$ cat config.mk
export PLATFORM = sky130hd
export DESIGN_NAME = mbi_mac
export DESIGN_NICKNAME = d
export VERILOG_FILES = /design/src/hw/rtl/mbi_pkg.sv /design/src/hw/rtl/mbi_mac.sv
export SDC_FILE = /design/constraint.sdc
export NUM_CORES = 2
export LEC_CHECK = 0
export BUFFER_PORTS_ARGS = -buffer_cell sky130_fd_sc_hd__buf_4
export CAP_MARGIN = 10
export CORE_MARGIN = 4
export CORE_UTILIZATION = 41
export CTS_BUF_LIST = sky130_fd_sc_hd__clkbuf_8
export DETAILED_ROUTE_END_ITERATION = 16
export MAX_ROUTING_LAYER = met4
export PLACE_DENSITY = 0.55
export SKIP_LAST_GASP = 1
export SLEW_MARGIN = 10
export SYNTH_ARGS = -nofsm -noshare
export SYNTH_HDL_FRONTEND = slang
export SYNTH_SLANG_ARGS = --single-unit
$ cat constraint.sdc
create_clock -name i_clk -period 11.6 [get_ports i_clk]
set_input_delay 1.16 -clock i_clk [delete_from_list [all_inputs] [get_ports i_clk]]
set_output_delay 1.16 -clock i_clk [all_outputs]
set_load 0.01 [all_outputs]
$ cat src/hw/rtl/mbi_pkg.sv
// ----------------------------------------------------------------------------
// mbi_pkg
// Shared types, codes and defaults of the Mandelbrot escape iterator.
// ----------------------------------------------------------------------------
package mbi_pkg;

    localparam int DEF_FRAC_BITS  = 52;
    localparam int DEF_INDEX_BITS = 12;
    localparam int DEF_COUNT_BITS = 16;

    localparam logic [15:0] DEF_ITER_LIMIT = 16'd1000;
    localparam logic [63:0] DEF_LEFT_REAL  = 64'hFFD8_0000_0000_0000;
    localparam logic [63:0] DEF_TOP_IMAG   = 64'hFFEE_0000_0000_0000;
    localparam logic [62:0] DEF_PIXEL_STEP = 63'd9382499223689;

    // configuration register indexes
    localparam logic [7:0] CFG_ITER_LIMIT = 8'd0;
    localparam logic [7:0] CFG_LEFT_REAL  = 8'd1;
    localparam logic [7:0] CFG_TOP_IMAG   = 8'd2;
    localparam logic [7:0] CFG_PIXEL_STEP = 8'd3;

    localparam logic [32:0] ONE_Q32 = 33'h1_0000_0000;

    typedef enum logic [2:0] {
        S_IDLE, S_ISSUE, S_WAIT, S_CHECK, S_TEST, S_UPDATE, S_FINISH
    } t_state;

    // products formed by the shared multiply-accumulate unit
    typedef enum logic [3:0] {
        OP_CR, OP_CI, OP_RR, OP_II, OP_P1, OP_P2, OP_Q1, OP_Q2, OP_X
    } t_op;

    typedef struct packed {
        logic start;
        logic keep;   // add onto the previous sum instead of clearing
        logic sub;    // subtract the product
    } t_mac_cmd;

endpackage

$ cat src/hw/rtl/mbi_mac.sv
// ----------------------------------------------------------------------------
// mbi_mac
// Signed 64x64 multiply-accumulate over four 33x33 partial products.
// ----------------------------------------------------------------------------
module mbi_mac import mbi_pkg::*; (
    input  logic         i_clk,
    input  logic         i_rst_n,
    input  t_mac_cmd     i_cmd,
    input  logic [63:0]  i_a,
    input  logic [63:0]  i_b,
    output logic         o_done,
    output logic [127:0] o_acc
);

    logic               r_busy;
    logic [2:0]         r_cnt;
    logic               r_keep;
    logic               r_sub;
    logic [63:0]        r_a;
    logic [63:0]        r_b;
    logic signed [65:0] r_prod;
    logic [1:0]         r_sh;
    logic [127:0]       r_acc;
    logic               r_done;

    logic [1:0]         part;
    logic signed [32:0] opa;
    logic signed [32:0] opb;
    logic signed [65:0] mp;
    logic [127:0]       ext;
    logic [127:0]       term;
    logic [127:0]       base;
    logic [127:0]       n_acc;

    always_comb begin
        part = r_cnt[1:0];
        opa  = part[1] ? {r_a[63], r_a[63:32]} : {1'b0, r_a[31:0]};
        opb  = part[0] ? {r_b[63], r_b[63:32]} : {1'b0, r_b[31:0]};
        mp   = opa * opb;
        ext  = {{62{r_prod[65]}}, r_prod};
        case (r_sh)
            2'd0:    term = ext;
            2'd1:    term = ext << 32;
            default: term = ext << 64;
        endcase
        base  = (r_cnt == 3'd1 && !r_keep) ? 128'd0 : r_acc;
        n_acc = r_sub ? base - term : base + term;
    end

    always_ff @(posedge i_clk) begin
        if (!i_rst_n) begin
            r_busy <= 1'b0;
            r_done <= 1'b0;
            r_cnt  <= 3'd0;
        end else begin
            r_done <= !i_cmd.start && r_busy && (r_cnt == 3'd4);
            if (i_cmd.start) begin
                r_busy <= 1'b1;
                r_cnt  <= 3'd0;
                r_keep <= i_cmd.keep;
                r_sub  <= i_cmd.sub;
                r_a    <= i_a;
                r_b    <= i_b;
            end else if (r_busy) begin
                if (r_cnt != 3'd4) begin
                    r_prod <= mp;
                    r_sh   <= {part[1] & part[0], part[1] ^ part[0]};
                end
                if (r_cnt != 3'd0) begin
                    r_acc <= n_acc;
                end
                if (r_cnt == 3'd4) begin
                    r_busy <= 1'b0;
                end
                r_cnt <= r_cnt + 3'd1;
            end
        end
    end

    assign o_done = r_done;
    assign o_acc  = r_acc;

endmodule

==> flow_summary.json <==
{
  "hold_viol": 0,
  "dpl.hpwl_um": 179300,
  "clk_latency_ns": 0.82,
  "timing.fmax_mhz": 98.89,
  "yosys_register_bits": 331,
  "io_pins": 262,
  "synth_top_area_share": 0.3683,
  "rows": 142,
  "rsz0062_at_grt": "false",
  "crit_path_start": "r_cnt[0]",
  "critPathArrivalTime_ns": 10.61,
  "r2r_cells": 28,
  "synth_top_area_cell": "fa_1",
  "critical_path_required_ns": 12.10,
  "synth_xor_area_frac": 0.04313,
  "finalSetupViolations": 0,
  "layout-area-overhead-vs-synth_pct": 9.146,
  "clockBufferDepth": 3,
  "layout-drive-gt1-share": 0.09009,
  "syn_area_per_cell_um2": 9.185,
  "ant_nets": 0,
  "min_period_ns": 10.11,
  "drv_slew": 0,
  "die_y_um": 397.9,
  "endpoint": "r_prod[63]",
  "timing.rr.start": "r_cnt[0]",
  "grt_pass1_wl_um": 336200,
  "synth_cells": 6787,
  "cp_max_fo": 33,
  "hold_path.class": "primary input to flop",
  "detail_route.iter0.violations": 4249,
  "status": "completed",
  "multi_input_area_um2": 47200,
  "start_kind": "flop",
  "place_inst": 8851,
  "cts-resized-gates": 0,
  "nFillCells": 14880,
  "firstDrtPassIters": 6,
  "drt_wl_total_um": 224500,
  "ff_latch_area_um2": 9897,
  "muxShareOfSynthArea": 0.02511,
  "cts_setup_buffers": 0,
  "vias_per_cell": 5.515,
  "synth_top_family_by_area": "adder cells",
  "async_flop_share": 0,
  "maxCapViolations": 0,
  "grt_max_degree": 103,
  "drc": 0,
  "grt_pass1_vias": 52060,
  "tightest_slew_ns": 1.251,
  "core_um2": 150500,
  "ys_top_cells_by_area": "fa_1 (37%), edfxtp_1 (16%), inv_1 (7.0%)",
  "nets": 8534,
  "wl_per_cell_um": 25.00,
  "skew_ns": 0.1167,
  "place_congestion": 0.9578,
  "r2r_slack_ns": 1.49,
  "path_clk_slew_ns": 0.06,
  "critical_path.top_delay_family": "adder cells",
  "yosysWarningCount": 0,
  "slowest_delay_ns": 0.74,
  "synth_cell_type_count": 103,
  "dieArea_um2": 158300,
  "synth_compound_area_frac": 0.09600,
  "timing.rr.end": "r_prod[63]",
  "stdcell_count": 8981,
  "synth_ff_type": "edfxtp_1",
  "syn_area_um2": 62340,
  "num_vias": 49530,
  "grt-ovfl-total": 0,
  "initial_core_util": 0.4142,
  "cts.sinks": 331,
  "fin_crit_sh": 0.8717,
  "syn_nets": 8414,
  "critPathKind": "flop to flop",
  "cts_root_buf": "clkbuf_8",
  "fin_tns_setup_ns": 0,
  "track_usage": 0.2934,
  "endpoint_kind": "flop",
  "holdBufCountCts": 0,
  "cts_made_buffers": 70,
  "cts.htree.levels": 3,
  "cp_num_buf_inv": 6,
  "ys_seq_area_frac": 0.1586,
  "die_w_um": 397.9,
  "antenna_found_initial": 6,
  "cp.depth": 28,
  "yosys.area_share.simple": 0.1493,
  "synth-edff-count": 326,
  "maxSlewHeadroom": 0.1496,
  "cp_slowest_cell": "dfxtp_4",
  "synth-adder-area-share": 0.4380,
  "crit_top_cell": "fa_1",
  "cts_tree": "yes",
  "port_buffers": 261
}
## through the flow
| step | util | hold slack, ns | area [um2] | setup WS [ns] |
|---|---|---|---|---|
| 4_1_cts | 0.4521 | 0.4286 | 68030 | 1.493 |
| 5_1_grt | 0.4521 | 0.4579 | 68040 | 1.075 |
| 3_3_place_gp | 0.4425 | 0.5427 | 66600 | 1.514 |
| 3_5_place_dp | 0.4429 | 0.5567 | 66650 | 1.593 |
| 6_report | 0.4521 | 0.5060 | 68040 | 1.488 |
| 2_1_floorplan | - | 0.4654 | 62340 | 2.518 |
## cell families (layout without fill, tap and decap cells)
group	Yosys count	count (layout)
AND/OR/NAND/NOR	2087	2087
adder cells (fa/ha/maj)	1494	1494
buffers and inverters	1463	1636
AO/OA/AOI/OAI	956	956
flip-flops	331	331
XOR/XNOR	307	307
multiplexers	149	149
other	0	5
## placed cells by master (no fill, tap or decap), drive strengths merged, types with 19 or more instances in the layout
cell type,n
nand2b,49
o21bai,41
mux2,59
and2,52
edfxtp,326
a31oi,46
o21ai,181
inv,1176
a211oi,22
or2,19
and3,24
clkbuf,70
nand2,691
nand3,60
buf,352
nor3,73
o21a,22
or3,21
xnor2,166
ha,347
a21o,114
fa,1147
a21oi,371
nand4,57
xor2,141
mux2i,90
o31ai,32
clkinv,29
nor2b,160
nor2,824
## worst min path at each step
| stage | from | to | slack, ns | depth (start not counted) |
|---|---|---|---|---|
| after global routing | i_b[7] | r_b[7] | 0.46 | 1 |
| final | i_b[40] | r_b[40] | 0.51 | 1 |
| after detailed placement | r_cnt[2] | o_done | 0.56 | 2 |
| after floorplan | r_cnt[2] | o_done | 0.47 | 2 |
| after global placement | r_cnt[2] | o_done | 0.54 | 2 |
| after CTS | i_b[40] | r_b[40] | 0.43 | 1 |
## registers in the layout, indices dropped and copies added (netlist names)
signal,flops
r_busy,1
r_keep,1
r_sh,2
r_cnt,3
r_a,64
o_acc,128
r_b,64
o_done,1
r_sub,1
r_prod,66
## synthesized netlist by cell type (all sizes together) (57+ instances only)
cell,instances
edfxtp,326
buf,64
ha,347
o21ai,181
mux2,59
nand4,57
nor2b,160
nand3,60
inv,1158
a21oi,371
clkbuf,239
nor3,73
a21o,114
mux2i,90
nor2,824
xor2,141
nand2,691
xnor2,166
fa,1147
## area by class of cell
cell class	count	share of cell area
Inverter	1159	0.06394
Antenna cell	5	0.0001839
Clock inverter	55	0.006068
Sequential cell	331	0.1455
Clock buffer	70	0.01416
Tap cell	2016	0.03707
Timing Repair Buffer	352	0.03937
Multi-Input combinational cell	4993	0.6937
## routing by layer
layer | track usage | routed length [um] | part of all wire
met3 | 0.05920 | 18260 | 0.081
met4 | 0.1113 | 10170 | 0.045
met2 | 0.4441 | 99960 | 0.45
met5 | - | 0 | 0
met1 | 0.3903 | 96110 | 0.43
Power is left out: the tool's default activity adds up to more than one toggle a clock period on the data nets, which glitch-free logic cannot reach.
